`src/hdlcd_pkg.sv`:
```
// Package: shared types, constants, CRC helper and payload-count helper for the HDLC deframer.
`default_nettype none
package hdlcd_pkg;

	localparam logic [7:0]  FLAG_OCTET   = 8'h7E;
	localparam logic [7:0]  ESCAPE_OCTET = 8'h7D;
	localparam logic [7:0]  FLIP_MASK    = 8'h20;
	localparam logic [15:0] CRC_INIT     = 16'hFFFF;
	localparam logic [15:0] MAX_LEN_RST  = 16'd512;

	typedef enum logic [2:0] {
		ST_GOOD      = 3'd0,
		ST_CRC_ERROR = 3'd1,
		ST_ABORTED   = 3'd2,
		ST_TOO_SHORT = 3'd3,
		ST_OVERFLOW  = 3'd4
	} status_t;

	typedef struct packed {
		logic        esc;
		logic [15:0] pos;
		logic [15:0] crc;
		logic [7:0]  held0;  // older octet
		logic [7:0]  held1;
	} state_t;

	typedef struct packed {
		logic        has;
		logic [7:0]  pay;
		logic        valid;
		logic        fend;
		status_t     status;
		logic [15:0] len;
	} result_t;

	// Reflected CRC-16-CCITT (0x8408), one octet, table-free form.
	function automatic logic [15:0] crc_fold(input logic [15:0] crc, input logic [7:0] octet);
		logic [7:0] d;
		begin
			d = octet ^ crc[7:0];
			d = d ^ {d[3:0], 4'b0000};
			crc_fold = {d, crc[15:8]} ^ {12'd0, d[7:4]} ^ {5'd0, d, 3'b000};
		end
	endfunction

	// Payload octets in a frame of count octets: the two check octets are held back.
	function automatic logic [15:0] payload_count(input logic [15:0] count);
		begin
			payload_count = (count >= 16'd2) ? count - 16'd2 : 16'd0;
		end
	endfunction

endpackage
`default_nettype wire

```
`src/hdlcd_channels.sv`:
```
// Interfaces: input octet channel, result channel and configuration write channel.
`default_nettype none
interface hdlcd_in_if;
	logic       valid;
	logic       ready;
	logic [7:0] rx_byte;
	modport source (output valid, output rx_byte, input ready);
	modport sink (input valid, input rx_byte, output ready);
endinterface

interface hdlcd_out_if;
	logic        valid;
	logic        ready;
	logic [7:0]  payload_byte;
	logic        byte_valid;
	logic        frame_end;
	logic [2:0]  end_status;
	logic [15:0] payload_length;
	modport source (output valid, output payload_byte, output byte_valid, output frame_end,
		output end_status, output payload_length, input ready);
	modport sink (input valid, input payload_byte, input byte_valid, input frame_end,
		input end_status, input payload_length, output ready);
endinterface

interface hdlcd_cfg_if;
	logic        valid;
	logic        ready;
	logic [15:0] max_frame_length;
	modport source (output valid, output max_frame_length, input ready);
	modport sink (input valid, input max_frame_length, output ready);
endinterface
`default_nettype wire

```
`src/hdlcd_step.sv`:
```
// Per-octet deframing logic: unescape, delay line, CRC fold and frame-end status.
`default_nettype none
module hdlcd_step (
	input  wire logic [7:0]       octet,
	input  wire logic [15:0]      max_len,
	input  wire hdlcd_pkg::state_t cur,
	output hdlcd_pkg::state_t     nxt,
	output hdlcd_pkg::result_t    res
);

	logic        is_flag;
	logic        esc_start;
	logic [7:0]  data;
	logic [15:0] pos_inc;
	logic        full;

	assign is_flag   = (octet == hdlcd_pkg::FLAG_OCTET);
	assign esc_start = !is_flag && !cur.esc && (octet == hdlcd_pkg::ESCAPE_OCTET);
	assign data      = cur.esc ? (octet ^ hdlcd_pkg::FLIP_MASK) : octet;
	// pos is cleared once it reaches max_len (<= 65535), so it never passes 65534
	assign pos_inc   = cur.pos + 16'd1;
	assign full      = (pos_inc >= max_len);

	always_comb begin
		nxt        = cur;
		res.pay    = 8'd0;
		res.valid  = 1'b0;
		res.fend   = 1'b0;
		res.status = hdlcd_pkg::ST_GOOD;
		res.len    = 16'd0;
		if (is_flag) begin
			if (cur.esc || (cur.pos != 16'd0)) begin
				res.fend = 1'b1;
				res.len  = hdlcd_pkg::payload_count(cur.pos);
				if (cur.esc) begin
					res.status = hdlcd_pkg::ST_ABORTED;
				end else if (cur.pos < 16'd2) begin
					res.status = hdlcd_pkg::ST_TOO_SHORT;
				end else if ({cur.held1, cur.held0} == cur.crc) begin
					res.status = hdlcd_pkg::ST_GOOD;
				end else begin
					res.status = hdlcd_pkg::ST_CRC_ERROR;
				end
			end
			nxt.esc = 1'b0;
			nxt.pos = 16'd0;
			nxt.crc = hdlcd_pkg::CRC_INIT;
		end else if (esc_start) begin
			nxt.esc = 1'b1;
		end else begin
			nxt.esc = 1'b0;
			if (cur.pos >= 16'd2) begin
				res.pay   = cur.held0;
				res.valid = 1'b1;
				nxt.crc   = hdlcd_pkg::crc_fold(cur.crc, cur.held0);
			end
			nxt.held0 = cur.held1;
			nxt.held1 = data;
			nxt.pos   = pos_inc;
			if (full) begin
				res.fend   = 1'b1;
				res.status = hdlcd_pkg::ST_OVERFLOW;
				res.len    = hdlcd_pkg::payload_count(pos_inc);
				nxt.pos    = 16'd0;
				nxt.crc    = hdlcd_pkg::CRC_INIT;
			end
		end
		res.has = res.valid || res.fend;
	end

endmodule
`default_nettype wire

```
`src/hdlc_async_deframer_unit.sv`:
```
// An accepted octet is held in the input reg (s1); its result is then stored in the result reg.
// Throughput: one octet per cycle while the result reg is free or drained; state and CRC update
// in a single pass per octet. Octets that cause no result (escapes, empty flags) just update state.
// Reset (arst_n low, async): frame state cleared, CRC = 0xFFFF, max_frame_length = 512,
// both pipeline registers empty. The two held octets have no reset.
`default_nettype none
module hdlc_async_deframer_unit (
	input wire logic   clk,
	input wire logic   arst_n,
	hdlcd_in_if.sink   in_ch,
	hdlcd_out_if.source out_ch,
	hdlcd_cfg_if.sink  cfg
);

	logic               valid_s1;
	logic [7:0]         rx_s1;
	logic [15:0]        max_len_q;
	logic               esc_q;
	logic [15:0]        pos_q;
	logic [15:0]        crc_q;
	logic [7:0]         held0_q;
	logic [7:0]         held1_q;
	logic               out_valid_q;
	hdlcd_pkg::result_t out_q;
	hdlcd_pkg::state_t  cur;
	hdlcd_pkg::state_t  nxt;
	hdlcd_pkg::result_t res;
	logic               advance;
	logic               fire;

	assign cur = '{esc: esc_q, pos: pos_q, crc: crc_q, held0: held0_q, held1: held1_q};

	hdlcd_step u_step (
		.octet   (rx_s1),
		.max_len (max_len_q),
		.cur     (cur),
		.nxt     (nxt),
		.res     (res)
	);

	// s1 may move on when the result register is free or being drained this cycle
	assign advance     = !out_valid_q || out_ch.ready;
	assign fire        = valid_s1 && advance;
	assign in_ch.ready = !valid_s1 || advance;
	assign cfg.ready   = 1'b1;

	always_ff @(posedge clk or negedge arst_n) begin
		if (!arst_n) begin
			max_len_q <= hdlcd_pkg::MAX_LEN_RST;
		end else if (cfg.valid) begin
			max_len_q <= cfg.max_frame_length;
		end
	end

	always_ff @(posedge clk or negedge arst_n) begin
		if (!arst_n) begin
			valid_s1 <= 1'b0;
		end else if (in_ch.ready) begin
			valid_s1 <= in_ch.valid;
		end
	end

	always_ff @(posedge clk) begin
		if (in_ch.valid && in_ch.ready) begin
			rx_s1 <= in_ch.rx_byte;
		end
	end

	always_ff @(posedge clk or negedge arst_n) begin
		if (!arst_n) begin
			esc_q <= 1'b0;
			pos_q <= 16'd0;
			crc_q <= hdlcd_pkg::CRC_INIT;
		end else if (fire) begin
			esc_q <= nxt.esc;
			pos_q <= nxt.pos;
			crc_q <= nxt.crc;
		end
	end

	always_ff @(posedge clk) begin
		if (fire) begin
			held0_q <= nxt.held0;
			held1_q <= nxt.held1;
		end
	end

	always_ff @(posedge clk or negedge arst_n) begin
		if (!arst_n) begin
			out_valid_q <= 1'b0;
		end else if (fire && res.has) begin
			out_valid_q <= 1'b1;
		end else if (out_ch.ready) begin
			out_valid_q <= 1'b0;
		end
	end

	always_ff @(posedge clk) begin
		if (fire && res.has) begin
			out_q <= res;
		end
	end

	assign out_ch.valid          = out_valid_q;
	assign out_ch.payload_byte   = out_q.pay;
	assign out_ch.byte_valid     = out_q.valid;
	assign out_ch.frame_end      = out_q.fend;
	assign out_ch.end_status     = out_q.status;
	assign out_ch.payload_length = out_q.len;

endmodule
`default_nettype wire
```
`src/flat_wrapper.sv`:
```
// flat-port wrapper written by rule: the top's interface ports become plain ports
module hdlc_async_deframer_unit_flat 
  (clk, arst_n, in_ch_valid, in_ch_rx_byte, in_ch_ready, out_ch_valid, out_ch_payload_byte, out_ch_byte_valid, out_ch_frame_end, out_ch_end_status, out_ch_payload_length, out_ch_ready, cfg_valid, cfg_max_frame_length, cfg_ready);
  hdlcd_in_if in_ch_i ();
  hdlcd_out_if out_ch_i ();
  hdlcd_cfg_if cfg_i ();
  input wire logic clk;
  input wire logic arst_n;
  input wire logic [$bits(in_ch_i.valid)-1:0] in_ch_valid;
  input wire logic [$bits(in_ch_i.rx_byte)-1:0] in_ch_rx_byte;
  output wire logic [$bits(in_ch_i.ready)-1:0] in_ch_ready;
  output wire logic [$bits(out_ch_i.valid)-1:0] out_ch_valid;
  output wire logic [$bits(out_ch_i.payload_byte)-1:0] out_ch_payload_byte;
  output wire logic [$bits(out_ch_i.byte_valid)-1:0] out_ch_byte_valid;
  output wire logic [$bits(out_ch_i.frame_end)-1:0] out_ch_frame_end;
  output wire logic [$bits(out_ch_i.end_status)-1:0] out_ch_end_status;
  output wire logic [$bits(out_ch_i.payload_length)-1:0] out_ch_payload_length;
  input wire logic [$bits(out_ch_i.ready)-1:0] out_ch_ready;
  input wire logic [$bits(cfg_i.valid)-1:0] cfg_valid;
  input wire logic [$bits(cfg_i.max_frame_length)-1:0] cfg_max_frame_length;
  output wire logic [$bits(cfg_i.ready)-1:0] cfg_ready;
  assign in_ch_i.valid = in_ch_valid;
  assign in_ch_i.rx_byte = in_ch_rx_byte;
  assign in_ch_ready = in_ch_i.ready;
  assign out_ch_valid = out_ch_i.valid;
  assign out_ch_payload_byte = out_ch_i.payload_byte;
  assign out_ch_byte_valid = out_ch_i.byte_valid;
  assign out_ch_frame_end = out_ch_i.frame_end;
  assign out_ch_end_status = out_ch_i.end_status;
  assign out_ch_payload_length = out_ch_i.payload_length;
  assign out_ch_i.ready = out_ch_ready;
  assign cfg_i.valid = cfg_valid;
  assign cfg_i.max_frame_length = cfg_max_frame_length;
  assign cfg_ready = cfg_i.ready;
  hdlc_async_deframer_unit u_core (.clk(clk), .arst_n(arst_n), .in_ch(in_ch_i), .out_ch(out_ch_i), .cfg(cfg_i));
endmodule
```
`config.mk`:
```
export PLATFORM = sky130hd
export DESIGN_NAME = hdlc_async_deframer_unit_flat
export DESIGN_NICKNAME = d
export VERILOG_FILES = /design/src/hdlcd_pkg.sv /design/src/hdlcd_channels.sv /design/src/hdlcd_step.sv /design/src/hdlc_async_deframer_unit.sv /design/src/flat_wrapper.sv
export SDC_FILE = /design/constraint.sdc
export NUM_CORES = 1
export LEC_CHECK = 0
export ABC_AREA = 0
export BUFFER_PORTS_ARGS = -buffer_cell sky130_fd_sc_hd__buf_2
export CAP_MARGIN = 40
export CORE_MARGIN = 1
export CORE_UTILIZATION = 61
export DETAILED_ROUTE_END_ITERATION = 7
export PLACE_DENSITY = 0.85
export SLEW_MARGIN = 10
export SYNTH_ARGS = -nofsm -noshare
export SYNTH_HDL_FRONTEND = slang
export SYNTH_HIERARCHICAL = 1
export SYNTH_SLANG_ARGS = --single-unit
export TNS_END_PERCENT = 5
```
`constraint.sdc`:
```
create_clock -name clk -period 5.4 [get_ports clk]
set_clock_uncertainty 0.15 [all_clocks]
set_input_delay 0.27 -clock clk [delete_from_list [all_inputs] [get_ports clk]]
set_output_delay 0.27 -clock clk [all_outputs]
set_load 0.005 [all_outputs]
```
* Yosys cells after proc, flatten, opt, wreduce, memory -nomap -nowiden
Index checks and enable logic that the tools add are counted.
Word-level totals: register bits 104
Operators by class: $add $sub $neg 3, order comparisons 4, equality and inequality tests 4, muxes and demuxes 19, bitwise logic cells 8, reductions and logical operators 20
Operator list (count):
- $mux W20 | 3
- $mux W16 | 3
- $mux W48 | 1
- $mux W33 | 1
- $ge A16 B2 Y1 const B | 2
- $mux W32 | 1
- $sub A16 B2 Y16 const B | 2
- $mux W21 | 1
- $add A16 B1 Y16 const B | 1
- $eq A16 B16 Y1 | 1
- $eq A8 B7 Y1 const B | 2
- $ge A16 B16 Y1 | 1
- $lt A16 B2 Y1 const B | 1
- $reduce_bool A16 Y1 | 1
- $xor A16 B11 Y16 | 1
- $xor A16 B4 Y16 | 1
- $xor A8 B8 Y8 | 2
- $mux W1 | 6
- $mux W6 | 1
- $reduce_and A3 Y1 | 2
- $logic_and A1 B1 Y1 | 5
- $logic_not A1 Y1 | 4
- $logic_or A1 B1 Y1 | 4
- $mux W2 | 2
- 6 further kinds | 9

* Longest topological paths before layout
word-level depth 9, depth in mapped cells 18

* Hierarchy
The synthesis kept the hierarchy.
Modules (own cells, without submodules):
- hdlc_async_deframer_unit | times used 1, cells an instance 169, area an instance 3669.8 um^2, sequential area each 2889.0 um^2
- hdlcd_step | times used 1, cells an instance 478, area an instance 3083.0 um^2, sequential area each 0.0 um^2

* Least setup slack after synthesis
No wires, ideal clock.
path type register to register, start point reg u_core.pos_q[0], end point reg u_core.out_q (netlist bit u_core/out_ch.byte_valid), enable pin, library setup time 418 ps, data arrival time 4436 ps, required time 4832 ps, path slack 396 ps, stages on the path, launching flop included 17, path buffers 2, period minus slack after synthesis 5004 ps, cells stage by stage dfrtp_1 ha_1 buf_2 nand2_1 nor4_2 xnor2_1 clkinv_1 ha_1 a21o_1 a21o_1 a21o_1 a21oi_1 o211ai_1 buf_2 nand3b_1 nand2_1 nor2b_1
RTL lines:
- start: declaration | line hdlc_async_deframer_unit.sv:19 | logic [15:0] pos_q;
- start signal: assignment | line hdlc_async_deframer_unit.sv:76 | pos_q <= nxt.pos;
- end signal: assignment | line hdlc_async_deframer_unit.sv:100 | out_q <= res;
- end: declaration | line hdlc_async_deframer_unit.sv:24 | hdlcd_pkg::result_t out_q;

==> results.json <==
{
  "status": "finished, final reports clean",
  "vias": 5261,
  "die-width_um": 107,
  "tns_ps": 0,
  "clock-sinks": 104,
  "synth_commonest_cells": "nand2_1 (84), edfxtp_1 (53), xnor2_1 (39), dfrtp_1 (34), inv_1 (33)",
  "ys_seq_area_frac": 0.428,
  "post_cts_buffers": 0,
  "post_drt_via_cell_ratio": 6.13,
  "core.rowCount": 38,
  "drtIter0Drc": 510,
  "ff2ff_path_depth": 14,
  "r2r-end": "u_core/out_ch.payload_length[11]",
  "synth.most_common_cell": "nand2_1",
  "synth_top_area_frac": 0.236,
  "synth_edf_count": 53,
  "wl_per_cell_um": 18.4,
  "ctsHtreeMaxLevel": 3,
  "setup_viol": 0,
  "overflow": 0,
  "path_clk_slew_ps": 100,
  "finalCoreUtilization": 0.702,
  "io_buffer_count": 59,
  "start_util": 0.626,
  "wl_um": 15800,
  "drt_pass1_iterations": 5,
  "syn_nets": 698,
  "p_leak_nw": 3.21,
  "min_from": "out_ch_ready",
  "grtUsageTotal": 0.286,
  "place_congestion": 0.876,
  "postCtsResizedCells": 0,
  "hold_viol": 0,
  "fin_crit_ps": 4780,
  "crit_path_start_kind": "flop",
  "grt_start_max_net_pins": 52,
  "yosysTopAreaCell": "edfxtp_1",
  "rsz0062_at_grt": "no",
  "cts_max_path_buffers": 2,
  "grt_pass1_vias": 5003,
  "root_buffer": "clkbuf_8",
  "ys_seq_elements": 104,
  "grt_antenna_before_repair": 0,
  "nNetsFinal": 764,
  "clk_latency_ps": 380,
  "synth_cell_types": 74,
  "min_period_over_period": 0.886,
  "syn_to_final_growth_pct": 12.2,
  "die_y_um": 107,
  "min_path_type": "input pin to flop",
  "worstMarginPinSlew_ps": 861,
  "synth_cells": 647,
  "drv_slew": 0,
  "core_area_sq_um": 10800,
  "async_reset_ff_frac": 0.490,
  "synthTopCellsByArea": "edfxtp_1 (24%), dfrtp_1 (13%), dfstp_2 (6.6%)",
  "cp.arrival_ps": 4690,
  "syn_area_sq_um": 6750,
  "drc": 0,
  "fmaxAchievable_ghz": 0.209,
  "grt_pass1_wl_um": 25300,
  "yosysWarningCount": 6,
  "ir_worst_vdd_v": 0.000242,
  "worstPathRequired_ps": 5300,
  "p_total_w": 0.00362,
  "cts_tree": "done",
  "relSlewSlack": 0.426,
  "path_class": "flop to flop",
  "path_max_fanout": 29,
  "cellPowerDensity_nw_per_um2": 478,
  "ys.flop_type": "edfxtp_1",
  "fill_cells": 801,
  "holdPathEnd": "u_core/out_ch.valid",
  "die_area_sq_um": 11500,
  "min_path_cells": 3,
  "numCtsBuffers": 9,
  "drtAntennaViolNets": 0,
  "syn_area_per_cell_sq_um": 10.4,
  "drive_above_1_share": 0.237,
  "rr_startpoint": "u_core/pos_q[1]",
  "timing.max_cap.violations": 0,
  "worstSetupEndpointType": "flop",
  "rrSetupSlack_ps": 620,
  "worst_hold_slack_ps": 31.7,
  "dp_hpwl_um": 11200,
  "ioPinCount": 61,
  "diodes": 0
}
[cells by family after synthesis]
family / count (synthesis) / synth area share
xor gates and xnor gates: 64 / 0.0830
adders and majority gates: 22 / 0.0408
and+or+nand+nor: 215 / 0.174
other: 1 / 0.000555
DFF: 104 / 0.428
muxes: 53 / 0.104
buffers and inverters: 75 / 0.0500
AOI/OAI and AO/OA: 113 / 0.120
[metal layers]
layer	global-route usage	wire length, um
met1	0.412	7340
met2	0.441	6940
met3	0.0620	1260
met4	0.0646	208
met5	0	0
[layout make-up]
cell class,instances,area (sq um),share of cell area
Multi-Input combinational cell,468,3530,0.466
Timing Repair Buffer,96,638,0.0842
Sequential cell,104,2890,0.381
Clock inverter,5,87.6,0.0116
Inverter,34,128,0.0168
Tap cell,140,175,0.0231
Clock buffer,11,131,0.0173
[critical path, stage by stage (launching register included)]
cell	delay [ps]
dfrtp_1	520
ha_1	350
and2_1	400
nand4_1	160
xnor2_1	440
inv_1	110
ha_1	320
nand4_1	130
a311oi_1	530
o311ai_0	240
o211ai_1	230
nand3b_1	220
nand2_1	100
nor2b_2	190
buf_4	350
[cells in the final DEF (no fill, tap or decap), types with 11 or more instances in the layout]
cell            n
a21oi_1        14
nor2_1         25
dfstp_2        17
o22a_1         15
xor2_1         25
nand2_1        84
mux2_4         29
buf_4          11
dlygate4sd3_1  26
nand3_1        16
o21ai_0        14
a31oi_1        12
xnor2_1        39
buf_2          59
mux2_2         20
o22ai_1        15
and3_1         12
dfrtp_1        34
edfxtp_1       53
ha_1           22
nand4_1        12
inv_1          33
[metrics by stage]
stage          std cells  setup WS, ps  cell area [sq um]
6_report             858           617               7580
5_1_grt              858           322               7580
4_1_cts              858           748               7580
3_5_place_dp         816           766               7100
3_3_place_gp         816           839               7100
2_1_floorplan        647           396               6750
[how the worst max path moves through the flow]
stage | startpoint | cells past startpoint | to | slack (ps)
final | u_core/pos_q[1] | 14 | u_core/out_ch.payload_length[11] | 620
after global placement | u_core/pos_q[1] | 15 | u_core/out_ch.payload_length[11] | 840
after global routing | u_core/pos_q[1] | 14 | u_core/out_ch.payload_length[11] | 320
after detailed placement | u_core/pos_q[1] | 14 | u_core/crc_q[1] | 770
after CTS | u_core/pos_q[1] | 14 | u_core/crc_q[6] | 750
after floorplan | u_core/pos_q[0] | 16 | u_core/out_ch.byte_valid | 400
[power by group]
| part | internal [W] | switching (W) | total (W) |
|---|---|---|---|
| Combinational | 0.000860 | 0.000923 | 0.00178 |
| Clock | 0.000267 | 0.000279 | 0.000546 |
| Sequential | 0.00111 | 0.000180 | 0.00129 |
| Total | 0.00224 | 0.00138 | 0.00362 |
[flip-flops by register name, indices dropped and copies added (netlist names), 3 cells and up]
name / flops
u_core/held1_q: 8
u_core/out_ch.end_status: 3
u_core/rx_s1: 8
u_core/out_ch.payload_length: 16
u_core/out_ch.payload_byte: 8
u_core/held0_q: 8
u_core/max_len_q: 16
u_core/crc_q: 16
u_core/pos_q: 16
[timing repair]
action | 4_1_cts | 5_1_grt
setup endpoints to repair | 0 | 0
hold buffers | 26 | 0
hold endpoints to repair | 59 | 0
Note: power is estimated with default switching activity, not from simulation.
